<file path="src/sv/hcm_pkg.sv">
package hcm_pkg;

  localparam int ORD_W         = 5;
  localparam int CFG_W         = 4;
  localparam int COORD_W       = 10;
  localparam int ENT_W         = 4;
  localparam int DEF_MAX_ORDER = 10;

  localparam logic [1:0] PAT_A = 2'd0;

  localparam logic [1:0] HEAD_E = 2'd0;
  localparam logic [1:0] HEAD_N = 2'd1;
  localparam logic [1:0] HEAD_W = 2'd2;
  localparam logic [1:0] HEAD_S = 2'd3;

  localparam logic [1:0] PH_LAST_MOVE = 2'd2;

  // sub-pattern entered after each phase, indexed [pattern][phase]
  localparam logic [1:0] SUB_PAT [4][4] = '{
    '{2'd3, 2'd0, 2'd0, 2'd1},
    '{2'd2, 2'd1, 2'd1, 2'd0},
    '{2'd1, 2'd2, 2'd2, 2'd3},
    '{2'd0, 2'd3, 2'd3, 2'd2}
  };

  // move of each phase, indexed [pattern][phase]; phase three never moves
  localparam logic [1:0] MOVE_DIR [4][4] = '{
    '{HEAD_W, HEAD_S, HEAD_E, HEAD_E},
    '{HEAD_N, HEAD_E, HEAD_S, HEAD_E},
    '{HEAD_E, HEAD_N, HEAD_W, HEAD_E},
    '{HEAD_S, HEAD_W, HEAD_N, HEAD_E}
  };

  typedef enum logic [2:0] {
    S_IDLE,
    S_POP,
    S_MOVE,
    S_DESC,
    S_FIN,
    S_EMIT
  } state_t;

  typedef struct packed {
    logic [1:0]         heading;
    logic [COORD_W-1:0] pos_x;
    logic [COORD_W-1:0] pos_y;
    logic               last_move;
    logic               exhausted;
  } result_t;

endpackage

</file>
<file path="src/sv/hcm_out.sv">
module hcm_out
  import hcm_pkg::*;
(
  input  logic    clk,
  input  logic    rst_n,
  input  logic    load,
  input  result_t load_data,
  output logic    free,
  input  logic    out_ready,
  output logic    out_valid,
  output result_t out_data
);

  logic    valid_r;
  result_t data_r;

  assign free      = !valid_r || out_ready;
  assign out_valid = valid_r;
  assign out_data  = data_r;

  always_ff @(posedge clk) begin
    if (!rst_n) begin
      valid_r <= 1'b0;
    end else if (free) begin
      valid_r <= load;
    end
  end

  always_ff @(posedge clk) begin
    if (load && free) begin
      data_r <= load_data;
    end
  end

endmodule

</file>
<file path="src/sv/hilbert_curve_move_generator_unit.sv">
// Hilbert curve move generator.
// Config: cfg_wr_en/cfg_wr_data write the curve order (0 acts as 1, values
// above MAX_ORDER act as MAX_ORDER); write only while the block is idle.
// Input channel (in_valid/in_ready, in_restart): each transaction asks for
// one move. in_restart=1 starts a new walk at the top-right cell and gives
// its first move; in_restart=0 gives the next move.
// Output channel (out_valid/out_ready): one transaction per input, carrying
// heading, pos_x, pos_y after the move, last_move on the final move, or
// out_exhausted with all other fields zero once no move remains.
// A move pops finished levels, reads and advances the top level, pushes
// child levels back up to the order, then loads the result; a restart
// first pushes levels from the root up to the order, then makes its move.
// The per-level pattern/phase stack lives in a synchronous memory with a
// registered read. An exhausted reply skips the move and the pushes.
// One item is in work at a time; in_ready is high only between items.
// A finished result sits in an output register, so the next item is taken
// while the receiver stalls; the block waits before loading another result.
// Reset: order 1, no walk started (moves return exhausted until a restart),
// output empty.
module hilbert_curve_move_generator_unit
  import hcm_pkg::*;
#(
  parameter int MAX_ORDER = DEF_MAX_ORDER
) (
  input  logic               clk,
  input  logic               rst_n,
  input  logic               cfg_wr_en,
  input  logic [CFG_W-1:0]   cfg_wr_data,
  input  logic               in_valid,
  output logic               in_ready,
  input  logic               in_restart,
  output logic               out_valid,
  input  logic               out_ready,
  output logic [1:0]         out_heading,
  output logic [COORD_W-1:0] out_pos_x,
  output logic [COORD_W-1:0] out_pos_y,
  output logic               out_last_move,
  output logic               out_exhausted
);

  localparam int LVL_W = $clog2(MAX_ORDER + 1);
  localparam int IDX_W = (MAX_ORDER > 1) ? $clog2(MAX_ORDER) : 1;

  state_t               state_r, state_nxt;
  logic [CFG_W-1:0]     curve_order_r;
  logic [LVL_W-1:0]     level_r, level_nxt;
  logic [COORD_W-1:0]   cur_x_r, cur_x_nxt;
  logic [COORD_W-1:0]   cur_y_r, cur_y_nxt;
  logic                 walk_done_r, walk_done_nxt;
  logic [ENT_W-1:0]     top_r, top_nxt;
  logic                 moved_r, moved_nxt;
  logic [1:0]           head_r, head_nxt;
  logic                 last_r, last_nxt;
  logic                 exh_r, exh_nxt;
  logic [MAX_ORDER-1:0] done_r, done_nxt;

  logic [ENT_W-1:0]     stack_mem [MAX_ORDER];
  logic [ENT_W-1:0]     rd_data_r;
  logic                 mem_we;
  logic [IDX_W-1:0]     mem_waddr;
  logic [ENT_W-1:0]     mem_wdata;
  logic                 rd_en;

  logic [ORD_W-1:0]     ord_ext;
  logic [ORD_W-1:0]     eff_order;
  logic [ORD_W-1:0]     lvl_ext;
  logic [LVL_W-1:0]     lvl_m1;
  logic [IDX_W-1:0]     top_idx;
  logic [IDX_W-1:0]     push_idx;
  logic [COORD_W-1:0]   start_xy;
  logic [MAX_ORDER-1:0] below;
  logic                 all_last;
  logic [1:0]           pat, ph, mv;
  logic [ENT_W-1:0]     child;

  logic                 load;
  logic                 out_free;
  result_t              load_data;
  result_t              out_data;

  assign ord_ext   = ORD_W'(curve_order_r);
  assign eff_order = (ord_ext == '0) ? ORD_W'(1) :
                     (ord_ext > ORD_W'(MAX_ORDER)) ? ORD_W'(MAX_ORDER) : ord_ext;
  assign lvl_ext   = ORD_W'(level_r);
  assign lvl_m1    = level_r - LVL_W'(1);
  assign top_idx   = lvl_m1[IDX_W-1:0];
  assign push_idx  = level_r[IDX_W-1:0];
  assign start_xy  = ~({COORD_W{1'b1}} << eff_order);

  always_comb begin
    for (int i = 0; i < MAX_ORDER; i++) begin
      below[i] = (LVL_W'(i) < level_r);
    end
  end

  assign all_last = &(done_r | ~below);
  assign pat      = rd_data_r[3:2];
  assign ph       = rd_data_r[1:0];
  assign mv       = MOVE_DIR[pat][ph];
  assign child    = {SUB_PAT[top_r[3:2]][top_r[1:0]], 2'b00};
  assign in_ready = (state_r == S_IDLE);

  always_comb begin
    state_nxt     = state_r;
    level_nxt     = level_r;
    cur_x_nxt     = cur_x_r;
    cur_y_nxt     = cur_y_r;
    walk_done_nxt = walk_done_r;
    top_nxt       = top_r;
    moved_nxt     = moved_r;
    head_nxt      = head_r;
    last_nxt      = last_r;
    exh_nxt       = exh_r;
    done_nxt      = done_r;
    mem_we        = 1'b0;
    mem_waddr     = top_idx;
    mem_wdata     = top_r;
    rd_en         = 1'b0;
    load          = 1'b0;
    unique case (state_r)
      S_IDLE: begin
        if (in_valid) begin
          moved_nxt = 1'b0;
          if (in_restart) begin
            cur_x_nxt     = start_xy;
            cur_y_nxt     = start_xy;
            mem_we        = 1'b1;
            mem_waddr     = '0;
            mem_wdata     = {PAT_A, 2'b00};
            done_nxt[0]   = 1'b0;
            level_nxt     = LVL_W'(1);
            walk_done_nxt = 1'b0;
            top_nxt       = {PAT_A, 2'b00};
            state_nxt     = S_DESC;
          end else if (walk_done_r) begin
            exh_nxt   = 1'b1;
            state_nxt = S_EMIT;
          end else begin
            state_nxt = S_POP;
          end
        end
      end
      S_POP: begin
        if (level_r == '0) begin
          walk_done_nxt = 1'b1;
          exh_nxt       = 1'b1;
          state_nxt     = S_EMIT;
        end else if (done_r[top_idx]) begin
          level_nxt = lvl_m1;
        end else begin
          rd_en     = 1'b1;
          state_nxt = S_MOVE;
        end
      end
      S_MOVE: begin
        mem_we            = 1'b1;
        mem_waddr         = top_idx;
        mem_wdata         = {pat, ph + 2'd1};
        done_nxt[top_idx] = (ph == PH_LAST_MOVE);
        top_nxt           = {pat, ph + 2'd1};
        head_nxt          = mv;
        moved_nxt         = 1'b1;
        case (mv)
          HEAD_E:  cur_x_nxt = cur_x_r + COORD_W'(1);
          HEAD_W:  cur_x_nxt = cur_x_r - COORD_W'(1);
          HEAD_N:  cur_y_nxt = cur_y_r + COORD_W'(1);
          default: cur_y_nxt = cur_y_r - COORD_W'(1);
        endcase
        state_nxt = S_DESC;
      end
      S_DESC: begin
        if (lvl_ext < eff_order) begin
          mem_we             = 1'b1;
          mem_waddr          = push_idx;
          mem_wdata          = child;
          done_nxt[push_idx] = 1'b0;
          level_nxt          = level_r + LVL_W'(1);
          top_nxt            = child;
        end else begin
          state_nxt = moved_r ? S_FIN : S_POP;
        end
      end
      S_FIN: begin
        last_nxt      = all_last;
        walk_done_nxt = all_last;
        exh_nxt       = 1'b0;
        state_nxt     = S_EMIT;
      end
      S_EMIT: begin
        load = 1'b1;
        if (out_free) begin
          state_nxt = S_IDLE;
        end
      end
      default: state_nxt = S_IDLE;
    endcase
  end

  always_ff @(posedge clk) begin
    if (!rst_n) begin
      state_r       <= S_IDLE;
      curve_order_r <= CFG_W'(1);
      level_r       <= '0;
      cur_x_r       <= '0;
      cur_y_r       <= '0;
      walk_done_r   <= 1'b1;
      moved_r       <= 1'b0;
      exh_r         <= 1'b0;
      done_r        <= '0;
    end else begin
      state_r     <= state_nxt;
      level_r     <= level_nxt;
      cur_x_r     <= cur_x_nxt;
      cur_y_r     <= cur_y_nxt;
      walk_done_r <= walk_done_nxt;
      moved_r     <= moved_nxt;
      exh_r       <= exh_nxt;
      done_r      <= done_nxt;
      if (cfg_wr_en) begin
        curve_order_r <= cfg_wr_data;
      end
    end
  end

  always_ff @(posedge clk) begin
    top_r  <= top_nxt;
    head_r <= head_nxt;
    last_r <= last_nxt;
  end

  always_ff @(posedge clk) begin
    if (mem_we) begin
      stack_mem[mem_waddr] <= mem_wdata;
    end
    if (rd_en) begin
      rd_data_r <= stack_mem[top_idx];
    end
  end

  always_comb begin
    if (exh_r) begin
      load_data           = '0;
      load_data.exhausted = 1'b1;
    end else begin
      load_data.heading   = head_r;
      load_data.pos_x     = cur_x_r;
      load_data.pos_y     = cur_y_r;
      load_data.last_move = last_r;
      load_data.exhausted = 1'b0;
    end
  end

  hcm_out u_out (
    .clk       (clk),
    .rst_n     (rst_n),
    .load      (load),
    .load_data (load_data),
    .free      (out_free),
    .out_ready (out_ready),
    .out_valid (out_valid),
    .out_data  (out_data)
  );

  assign out_heading   = out_data.heading;
  assign out_pos_x     = out_data.pos_x;
  assign out_pos_y     = out_data.pos_y;
  assign out_last_move = out_data.last_move;
  assign out_exhausted = out_data.exhausted;

endmodule

</file>
<file path="config.mk">
export PLATFORM = sky130hd
export DESIGN_NAME = hilbert_curve_move_generator_unit
export DESIGN_NICKNAME = d
export VERILOG_FILES = /design/src/sv/hcm_pkg.sv /design/src/sv/hcm_out.sv /design/src/sv/hilbert_curve_move_generator_unit.sv
export SDC_FILE = /design/constraint.sdc
export NUM_CORES = 1
export LEC_CHECK = 0
export ABC_AREA = 1
export ABC_CLOCK_PERIOD_IN_PS = 7000
export BUFFER_PORTS_ARGS = -buffer_cell sky130_fd_sc_hd__buf_2
export CAP_MARGIN = 20
export CORE_MARGIN = 2
export CORE_UTILIZATION = 35
export CTS_CLUSTER_DIAMETER = 120
export DETAILED_ROUTE_END_ITERATION = 12
export PLACE_DENSITY = 0.57
export SLEW_MARGIN = 0
export SYNTH_ARGS = -nofsm -noshare
export SYNTH_HDL_FRONTEND = slang
export SYNTH_SLANG_ARGS = --single-unit
</file>
<file path="constraint.sdc">
create_clock -name clk -period 7 [get_ports clk]
set_input_delay 1.4 -clock clk [delete_from_list [all_inputs] [get_ports clk]]
set_output_delay 1.4 -clock clk [all_outputs]
set_load 0.02 [all_outputs]
</file>
**Word-level counts from Yosys, hierarchy flattened**

Memories as Yosys holds them, arrays and structs flattened. A register that Yosys moved wholly into a read port is not among the register bits.
Index checks and enable logic that the tools add are counted.
W data, S select, Z words.

- Bits in latches: 0
- Memory bits (writable): 40
- Logic and storage cells: 177
- Bits in read-only memories: 0
- Memories: 1
- Register bits: 76

Memory list:

| memory | words | width | rd ports | clocked after Yosys merged registers in | wr ports | line | text |
|---|---|---|---|---|---|---|---|
| stack_mem | 10 | 4 | 1 | 1 | 1 | hilbert_curve_move_generator_unit.sv:57 | `logic [ENT_W-1:0] stack_mem [MAX_ORDER];` |

- Reduce and logical (&&, ||, !) cells: 25
- $lt $le $gt $ge: 20
- Multiplexer cells: 74
- Eq/ne operators: 21
- Multipliers: 0
- Add/sub/neg operators: 7
- Shift operators: 1
- Div/mod/pow operators: 0
- Bitwise logic cells: 9

Operators with widths:

| kind | count |
|---|---|
| $pmux W10 S2 | 4 |
| $mux W4 | 13 |
| $bmux W8 S2 | 2 |
| $mux W8 | 4 |
| $mux W10 | 3 |
| $not A10 Y10 | 3 |
| $mux W3 | 8 |
| $pmux W4 S3 | 2 |
| $add A10 B1 Y10 const B | 2 |
| $mux W1 | 20 |
| $reduce_and A4 Y1 | 5 |
| $sub A10 B1 Y10 const B | 2 |
| $pmux W3 S6 | 1 |
| $pmux W9 S2 | 1 |
| $lt A3 B4 Y1 const A | 4 |
| $ne A2 B2 Y1 const B | 8 |
| $ge A3 B3 Y1 const B | 4 |
| $not A2 Y3 | 4 |
| $pmux W1 S3 | 4 |
| $and A10 B10 Y10 | 1 |
| $bwmux W10 | 1 |
| $lt A4 B5 Y1 const B | 2 |
| $or A10 B10 Y10 | 1 |
| $reduce_and A10 Y1 | 1 |
| other kinds (37) | 57 |

**Longest topological paths before layout**

Gate-level depths: netlist (run 1).

- Word-level depth: 11
- Mapped depth: 16
- Mapped depth without buffers: 16

**Hierarchy**

A second synthesis (run 1) with hierarchy kept.

- Cells, all modules: 816
- Area total of the unflattened synthesis: 6971.7 µm²

By module, submodules not included:

| module | area an instance (µm²) | seq. area each (µm²) | times used | cells each |
|---|---|---|---|---|
| hilbert_curve_move_generator_unit | 6199.7 | 2372.3 | 1 | 785 |
| hcm_out | 772.0 | 740.7 | 1 | 31 |

**Least setup slack after synthesis (run 1)**

No wires, ideal clock.

- Path type: input-to-reg
- Start point: in out_ready
- End point: reg u_out.data_r (netlist bit u_out.out_data[0]) (enable)
- Library setup time: 0.405 ns
- Data arrival time: 2.479 ns
- Path slack: 4.116 ns
- Stages on the path: 2
- Required time: 6.595 ns
- Path through: nor2_1 > nor2_1

- Cells in the longest elaborated chain, start to end: 2

Ends and longest elaborated chain:

| what | line | text |
|---|---|---|
| start: declaration | hilbert_curve_move_generator_unit.sv:33 | `input logic out_ready,` |
| $logic_or A1 B1 Y1 | hcm_out.sv:17 | `assign free = !valid_r \|\| out_ready;` |
| $logic_and A1 B1 Y1 | hcm_out.sv:30 | `if (load && free) begin` |
| end signal: assignment | hcm_out.sv:31 | `data_r <= load_data;` |
| end: declaration | hcm_out.sv:15 | `result_t data_r;` |

Every way passes these cells.
A chain may end at the register's enable or synchronous reset.

**Worst setup path in the final report (run 1)**

- Start point: reg level_r[0]
- End point: reg rd_data_r[3], read port of stack_mem (enable)

- Cells in the longest elaborated chain, start to end: 6

Ends and longest elaborated chain:

| what | line | text |
|---|---|---|
| start: declaration | hilbert_curve_move_generator_unit.sv:46 | `logic [LVL_W-1:0] level_r, level_nxt;` |
| start signal: assignment | hilbert_curve_move_generator_unit.sv:212 | `level_r <= level_nxt;` |
| $sub A4 B1 Y4 | hilbert_curve_move_generator_unit.sv:85 | `assign lvl_m1 = level_r - LVL_W'(1);` |
| $bmux W1 S4 | hilbert_curve_move_generator_unit.sv:148 | `end else if (done_r[top_idx]) begin` |
| $mux W1 (implied by the code) | hilbert_curve_move_generator_unit.sv:148 |  |
| $mux W1 | hilbert_curve_move_generator_unit.sv:148 |  |
| $mux W1 * | hilbert_curve_move_generator_unit.sv:144 | `if (level_r == '0) begin` |
| $mux W1 * | hilbert_curve_move_generator_unit.sv:120 | `unique case (state_r)` |
| named net rd_en | hilbert_curve_move_generator_unit.sv:62 | `logic rd_en;` |
| end: declaration | hilbert_curve_move_generator_unit.sv:58 | `logic [ENT_W-1:0] rd_data_r;` |

The timed path passes the listed nets; every way through them passes the cells marked *. The select of a mux whose other input is x is not followed.

==> results of run 1 <==
==> routing by layer <==
layer	vias up	GRT usage, %	wire length [um]
met2	145	28.5	7680
li1	2791	-	-
met3	36	3.91	853
met5	-	0	0
met1	2522	22.9	7680
met4	0	5.26	296
==> sequential cells by signal (all words and copies together), names as in the netlist, 3 cells and up <==
register	flops
state_r	3
cur_x_r	10
done_r	10
u_out.out_data	24
level_r	4
curve_order_r	4
top_r	4
rd_data_r	4
cur_y_r	10
stack_mem	40
==> layout make-up <==
type | instances | area share (%)
Clock buffer | 17 | 5.60
Sequential cell | 120 | 41.0
Timing Repair Buffer | 38 | 2.70
Clock inverter | 15 | 1.91
Inverter | 90 | 4.53
Tap cell | 234 | 3.85
Multi-Input combinational cell | 561 | 40.4
==> worst max-delay path by stage <==
stage	startpoint	endpoint	slack (ps)
floorplan	out_ready	u_out.out_data[0]$_DFFE_PP_	4120
global placement	level_r[0]$_SDFFE_PN0P_	rd_data_r[2]$_DFFE_PP_	3910
detailed placement	level_r[0]$_SDFFE_PN0P_	rd_data_r[2]$_DFFE_PP_	3900
CTS	level_r[0]$_SDFFE_PN0P_	rd_data_r[2]$_DFFE_PP_	3840
global route	level_r[0]$_SDFFE_PN0P_	rd_data_r[3]$_DFFE_PP_	3500
finish	level_r[0]$_SDFFE_PN0P_	rd_data_r[3]$_DFFE_PP_	3800
==> worst max-delay path: stages (launching register included) <==
cell     delay (ps)
dfxtp_1         300
buf_4           320
inv_2           290
ha_1            640
inv_1           290
a21oi_1         190
o21ai_0         110
nand2_1          70
nand2_1          50
nand2_1          60
nand2_1          70
nand2_1          80
nand2_1          70
nor2_1          290
==> report_power, final <==
group	leakage [nW]	internal (mW)	switching, mW
clock network	0.277	0.495	0.343
registers	1.06	0.977	0.123
logic	1.73	0.566	1.18
==> logic make-up (layout without fill, tap and decap cells) <==
group / after synthesis / count (layout) / synth area share [%]
flops: 120 / 120 / 46.8
fa+ha+maj: 30 / 30 / 5.87
xor+xnor: 15 / 15 / 2.26
buf+inv: 114 / 160 / 7.02
simple gates: 315 / 315 / 20.5
compound gates: 201 / 201 / 17.5
==> through the flow <==
stage | instances | power (mW) | hold slack, ps | util, % | worst slack (ps)
floorplan | 795 | 2.44 | 449 | - | 4120
global placement | 1042 | 2.84 | 482 | 37.6 | 3910
detailed placement | 1043 | 2.84 | 484 | 37.7 | 3900
CTS | 1075 | 3.69 | 493 | 40.7 | 3840
global route | 1075 | 3.98 | 529 | 40.7 | 3500
finish | 1075 | 3.68 | 488 | 40.7 | 3800
==> cells in the final DEF, fill, tap and decap left out, types with 4 or more instances in the layout <==
cell type and instances:
nand2_1 139, nor2_1 101, o21ai_0 72, edfxtp_1 71
inv_1 70, a21oi_1 53, dfxtp_1 49, buf_2 35
nand3_1 33, ha_1 28, inv_2 17, a31oi_1 17
clkbuf_16 17, o21ai_1 14, nor2_2 10, o22ai_1 10
nand2_2 8, xor2_1 8, nand4_1 7, xnor2_1 6
o211ai_1 6, clkinv_4 6, nor3_1 5, o21bai_1 5
a21oi_2 4, inv_6 4
==> results.tsv, run 1 <==
metric	value	unit
grt_pass1_vias	5249	
critPathLaunchType	flop	
final_nets	868	
path_clk_slew	60	ps
rsz0062_at_grt	false	
r2r-end	rd_data_r[3]$_DFFE_PP_	
seqCellArea	0.00311	mm2
fill_cells	1858	
grt_pass1_wl	27.3	mm
hold_class	reg -> reg	
dieArea	0.0201	mm2
vias	5494	
yosysSeqAreaShare	46.8	%
yosys_warnings	0	
track_usage	17.4	%
worstPathMaxFanout	37	
clk_latency	420	ps
io_buffers	35	
p_per_area	484	mW/mm2
p_leak	3.07	nW
die_y	142	um
worstHoldEndpoint	cur_y_r[2]$_SDFFE_PN0P_	
fin_crit_sh	45.6	%
start_util	35.7	%
viasPerCell	5.11	
synth-edff-count	71	
ios	36	
cts_setup_buffers	0	
syn_inst	795	
grt_max_degree	38	
wl_per_cell	15.4	um
htreeDepth	4	
maxSlewHeadroom	33.7	%
synth_flop_cell	edfxtp_1	
drc	0	
synth_most_common_cell	nand2_1	
hold_depth	2	
syn2layout_area_growth	14.3	%
fp.dieW	142	um
crit_required	7090	ps
critPathKind	reg -> reg	
slew_violations	0	
fin_area	0.00760	mm2
dpl_cell_area	0.00703	mm2
clock_skew	10.4	ps
cts_sinks	120	
synth_top_area_share	32.1	%
min_from	cur_y_r[2]$_SDFFE_PN0P_	
multiInputGateArea	0.00307	mm2
n_antenna_cell	0	
tightestPinTransition	994	ps
cts_tree	yes	
status	completed	
synth_common_cells	nand2_1 (139), nor2_1 (102), o21ai_0 (72)	
rrSetupSlack	3800	ps
synth_cell_types	47	
gr-total-overflow	0	
wirelength	16.5	mm
cts_resized	0	
synth_top_area_cell	edfxtp_1	
place_hpwl	11.8	mm
syn-cell-area	0.00665	mm2
ant_nets	0	
antenna_found_initial	0	
dr.first_iter.drc_count	358	
drtPass1Iterations	5	
core_area	0.0186	mm2
async_reset_ff_share	0	%
tns	0	ps
hold_violations	0	
gp_congestion	0.892	
endpoint_kind	flop	
syn_nets	835	
cts_max_path_buffers	2	
reg2reg_from	level_r[0]$_SDFFE_PN0P_	
synthTopCellsByArea	edfxtp_1 (32%), dfxtp_1 (15%), nand2_1 (7.8%)	
ctsRootBufferMaster	clkbuf_16	
cts_hold_buf	0	
cp_data_arrival_time	3280	ps
vdd_drop_max	200	uV
drive_gt1_share	14.6	%
cts_buffers	17	
ys_seq_elements	120	
syn_avg_cell_area	8.36	um2
period_needed	3200	ps
row_count	50	
max_freq	313	MHz
maxCapViolations	0	
r2r_cells	13	
setup_viol	0	
No activity file was read; power rests on OpenSTA's default activity.
==> run 2, diff against run 1 <==
ABC_AREA = 0   (was 1)
ABC_CLOCK_PERIOD_IN_PS = 2700   (was 7000)
PLACE_DENSITY = 0.58   (was 0.57)
clock period = 2.7 ns   (was 7 ns; I/O delays follow)
==> results.tsv, run 2 <==
metric	value	unit	change
crit_required	3050	ps	was 7090 ps
path_clk_slew	60	ps	about the same
syn_inst	681		was 795
cts_sinks	120		unchanged
synthTopCellsByArea	edfxtp_1 (32%), dfxtp_1 (15%), ha_1 (5.2%)		was edfxtp_1 (32%), dfxtp_1 (15%), nand2_1 (7.8%)
core_area	0.0188	mm2	was 0.0186 mm2
slew_violations	0		unchanged
layout_setup_ws	-17.5	ps	was 3800 ps
final_cell_mix	buf_4 (77), edfxtp_1 (71), a21oi_1 (60)		was nand2_1 (139), nor2_1 (101), o21ai_0 (72)
antenna_found_initial	0		unchanged
viasPerCell	5.42		was 5.11
final_common_cell	buf_4		was nand2_1
drc	0		unchanged
start_util	35.8	%	was 35.7%
critPathKind	reg -> reg		unchanged
worstPathMaxFanout	3		was 37
cts_max_path_buffers	2		unchanged
endpoint_kind	flop		unchanged
ios	36		unchanged
maxCapViolations	0		unchanged
regMostFlops	stack_mem		unchanged
gp_congestion	0.879		was 0.892
violations	negative setup slack		
vdd_drop_max	516	uV	was 200 uV
ant_nets	0		unchanged
synth_most_common_cell	edfxtp_1		was nand2_1
critPathLaunchType	flop		unchanged
holdWs	349	ps	was 488 ps
grt_pass1_wl	29.0	mm	was 27.3 mm
final_nets	813		was 868
track_usage	18.2	%	was 17.4%
grt_max_degree	29		was 38
die_y	143	um	was 142 um
drtPass1Iterations	7		was 5
hold_violations	0		unchanged
rsz0062_at_grt	true		was false
fin_crit_sh	101	%	was 45.6%
vias	5672		was 5,494
synth_top_area_cell	edfxtp_1		unchanged
synth_common_cells	edfxtp_1 (71), a21oi_1 (64), nor2_1 (62)		was nand2_1 (139), nor2_1 (102), o21ai_0 (72)
fp.dieW	143	um	was 142 um
yosys_warnings	0		unchanged
dr.first_iter.drc_count	463		was 358
ctsRootBufferMaster	clkbuf_16		unchanged
place_ws	-85.0	ps	was 3900 ps
clk_latency	420	ps	about the same
synth_top_area_share	31.6	%	was 32.1%
cts_tree	yes		unchanged
syn-cell-area	0.00674	mm2	was 0.00665 mm2
wirelength	18.1	mm	was 16.5 mm
clock_skew	9.79	ps	was 10.4 ps
drive_gt1_share	27.2	%	was 14.6%
setup_viol	4		was 0
synth_flop_cell	edfxtp_1		unchanged
yosysSeqAreaShare	46.2	%	was 46.8%
p_leak	3.24	nW	was 3.07 nW
row_count	50		unchanged
cp_data_arrival_time	3070	ps	was 3280 ps
largest_reg_flops	40		unchanged
ys_seq_elements	120		unchanged
io_buffers	35		unchanged
gr-total-overflow	0		unchanged
dieArea	0.0204	mm2	was 0.0201 mm2
r2r_cells	12		was 13
hold_depth	3		was 2
cts_hold_buf	0		unchanged
final_core_util	45.4	%	was 40.7%
syn_avg_cell_area	9.90	um2	was 8.36 um2
status	finished with violations		was completed
syn_nets	721		was 835
power	9.37	mW	was 3.68 mW
cts_buffers	17		unchanged
hold_class	in -> reg		was reg -> reg
grt_pass1_vias	5549		was 5,249
p_per_area	1100	mW/mm2	was 484 mW/mm2
htreeDepth	4		unchanged
synth-edff-count	71		unchanged
wl_per_cell	17.3	um	was 15.4 um
syn2layout_area_growth	26.8	%	was 14.3%
async_reset_ff_share	0	%	unchanged
n_antenna_cell	0		unchanged
max_freq	368	MHz	was 313 MHz
tns	-46.5	ps	was 0 ps
tightestPinTransition	948	ps	was 994 ps
synth_cell_types	72		was 47
maxSlewHeadroom	36.7	%	was 33.7%
period_needed	2720	ps	was 3200 ps
place_hpwl	12.7	mm	was 11.8 mm
-- run 2: cell types whose count changed after synthesis, moves of 17 or more --
cell / before / now
o21ai_0: 72 / 50
nand2_1: 139 / 46
nor2_1: 102 / 62
inv_1: 70 / 19
inv_2: 17 / 0
nor2b_1: 0 / 33
-- run 2: critical path: stages, from the launching register on --
cell and delay (ps):
edfxtp_1 450, buf_6 170, xor2_4 180, nand3_2 100, a2bb2oi_2 230, inv_2 80, ha_1 320, a211oi_2 310
o21ai_0 140, a21oi_1 250, xnor2_1 160, a21oi_1 90, a21oi_1 170
-- run 2: final timing paths --
check / from / end / slack (ps)
worst max-delay path: rd_data_r[2]$_DFFE_PP_ / cur_x_r[5]$_SDFFE_PN0P_ / -20
worst min-delay path: cfg_wr_data[0] / curve_order_r[0]$_SDFFE_PN1P_ / 350
worst max register to register: rd_data_r[2]$_DFFE_PP_ / cur_x_r[5]$_SDFFE_PN0P_ / -20
worst min register to register: head_r[1]$_DFFE_PP_ / u_out.out_data[23]$_SDFFCE_PP0P_ / 530
-- run 2: cells by family (layout without fill, tap and decap cells) --
logic type,after synthesis,after routing,synth area share (%)
adders and majority gates,30,30,5.79
DFF,120,120,46.2
buffers and inverters,62,167,3.88
and+or+nand+nor,219,219,16.3
muxes,25,25,5.70
AOI/OAI and AO/OA,208,208,20.0
xor gates and xnor gates,17,17,2.21
-- run 2: cell type report --
cell class | count | area, um2
Clock buffer | 17 | 425
Multi-Input combinational cell | 499 | 3680
Timing Repair Buffer | 114 | 776
Clock inverter | 15 | 154
Inverter | 21 | 78.8
Fill cell | 1742 | 10300
Sequential cell | 120 | 3110
Tap cell | 260 | 325
-- run 2: what timing repair did --
item / CTS / global route
buffers inserted: 7 / 5
pin swaps: 7 / 19
setup endpoints to repair: 17 / 74
gates resized for setup: 15 / 35
-- run 2: per-stage QoR --
| stage | cells | cell area [um2] |
|---|---|---|
| 2_1_floorplan | 681 | 6820 |
| 3_3_place_gp | 1002 | 7630 |
| 3_5_place_dp | 1002 | 7630 |
| 4_1_cts | 1041 | 8350 |
| 5_1_grt | 1046 | 8550 |
| 6_report | 1046 | 8550 |
-- run 2: power by group --
group / switching, mW / internal, mW / leakage, nW
clock network: 0.925 / 1.30 / 0.276
registers: 0.241 / 2.40 / 1.05
logic: 2.68 / 1.83 / 1.91
total: 3.85 / 5.52 / 3.24
-- run 2: layer usage --
layer	track usage (%)	share of wire (%)	vias to the layer above
met2	30.6	49	151
met1	23.5	45	2744
met4	6.67	2.3	0
met5	0	0	-
li1	-	-	2746
met3	3.45	4.0	31
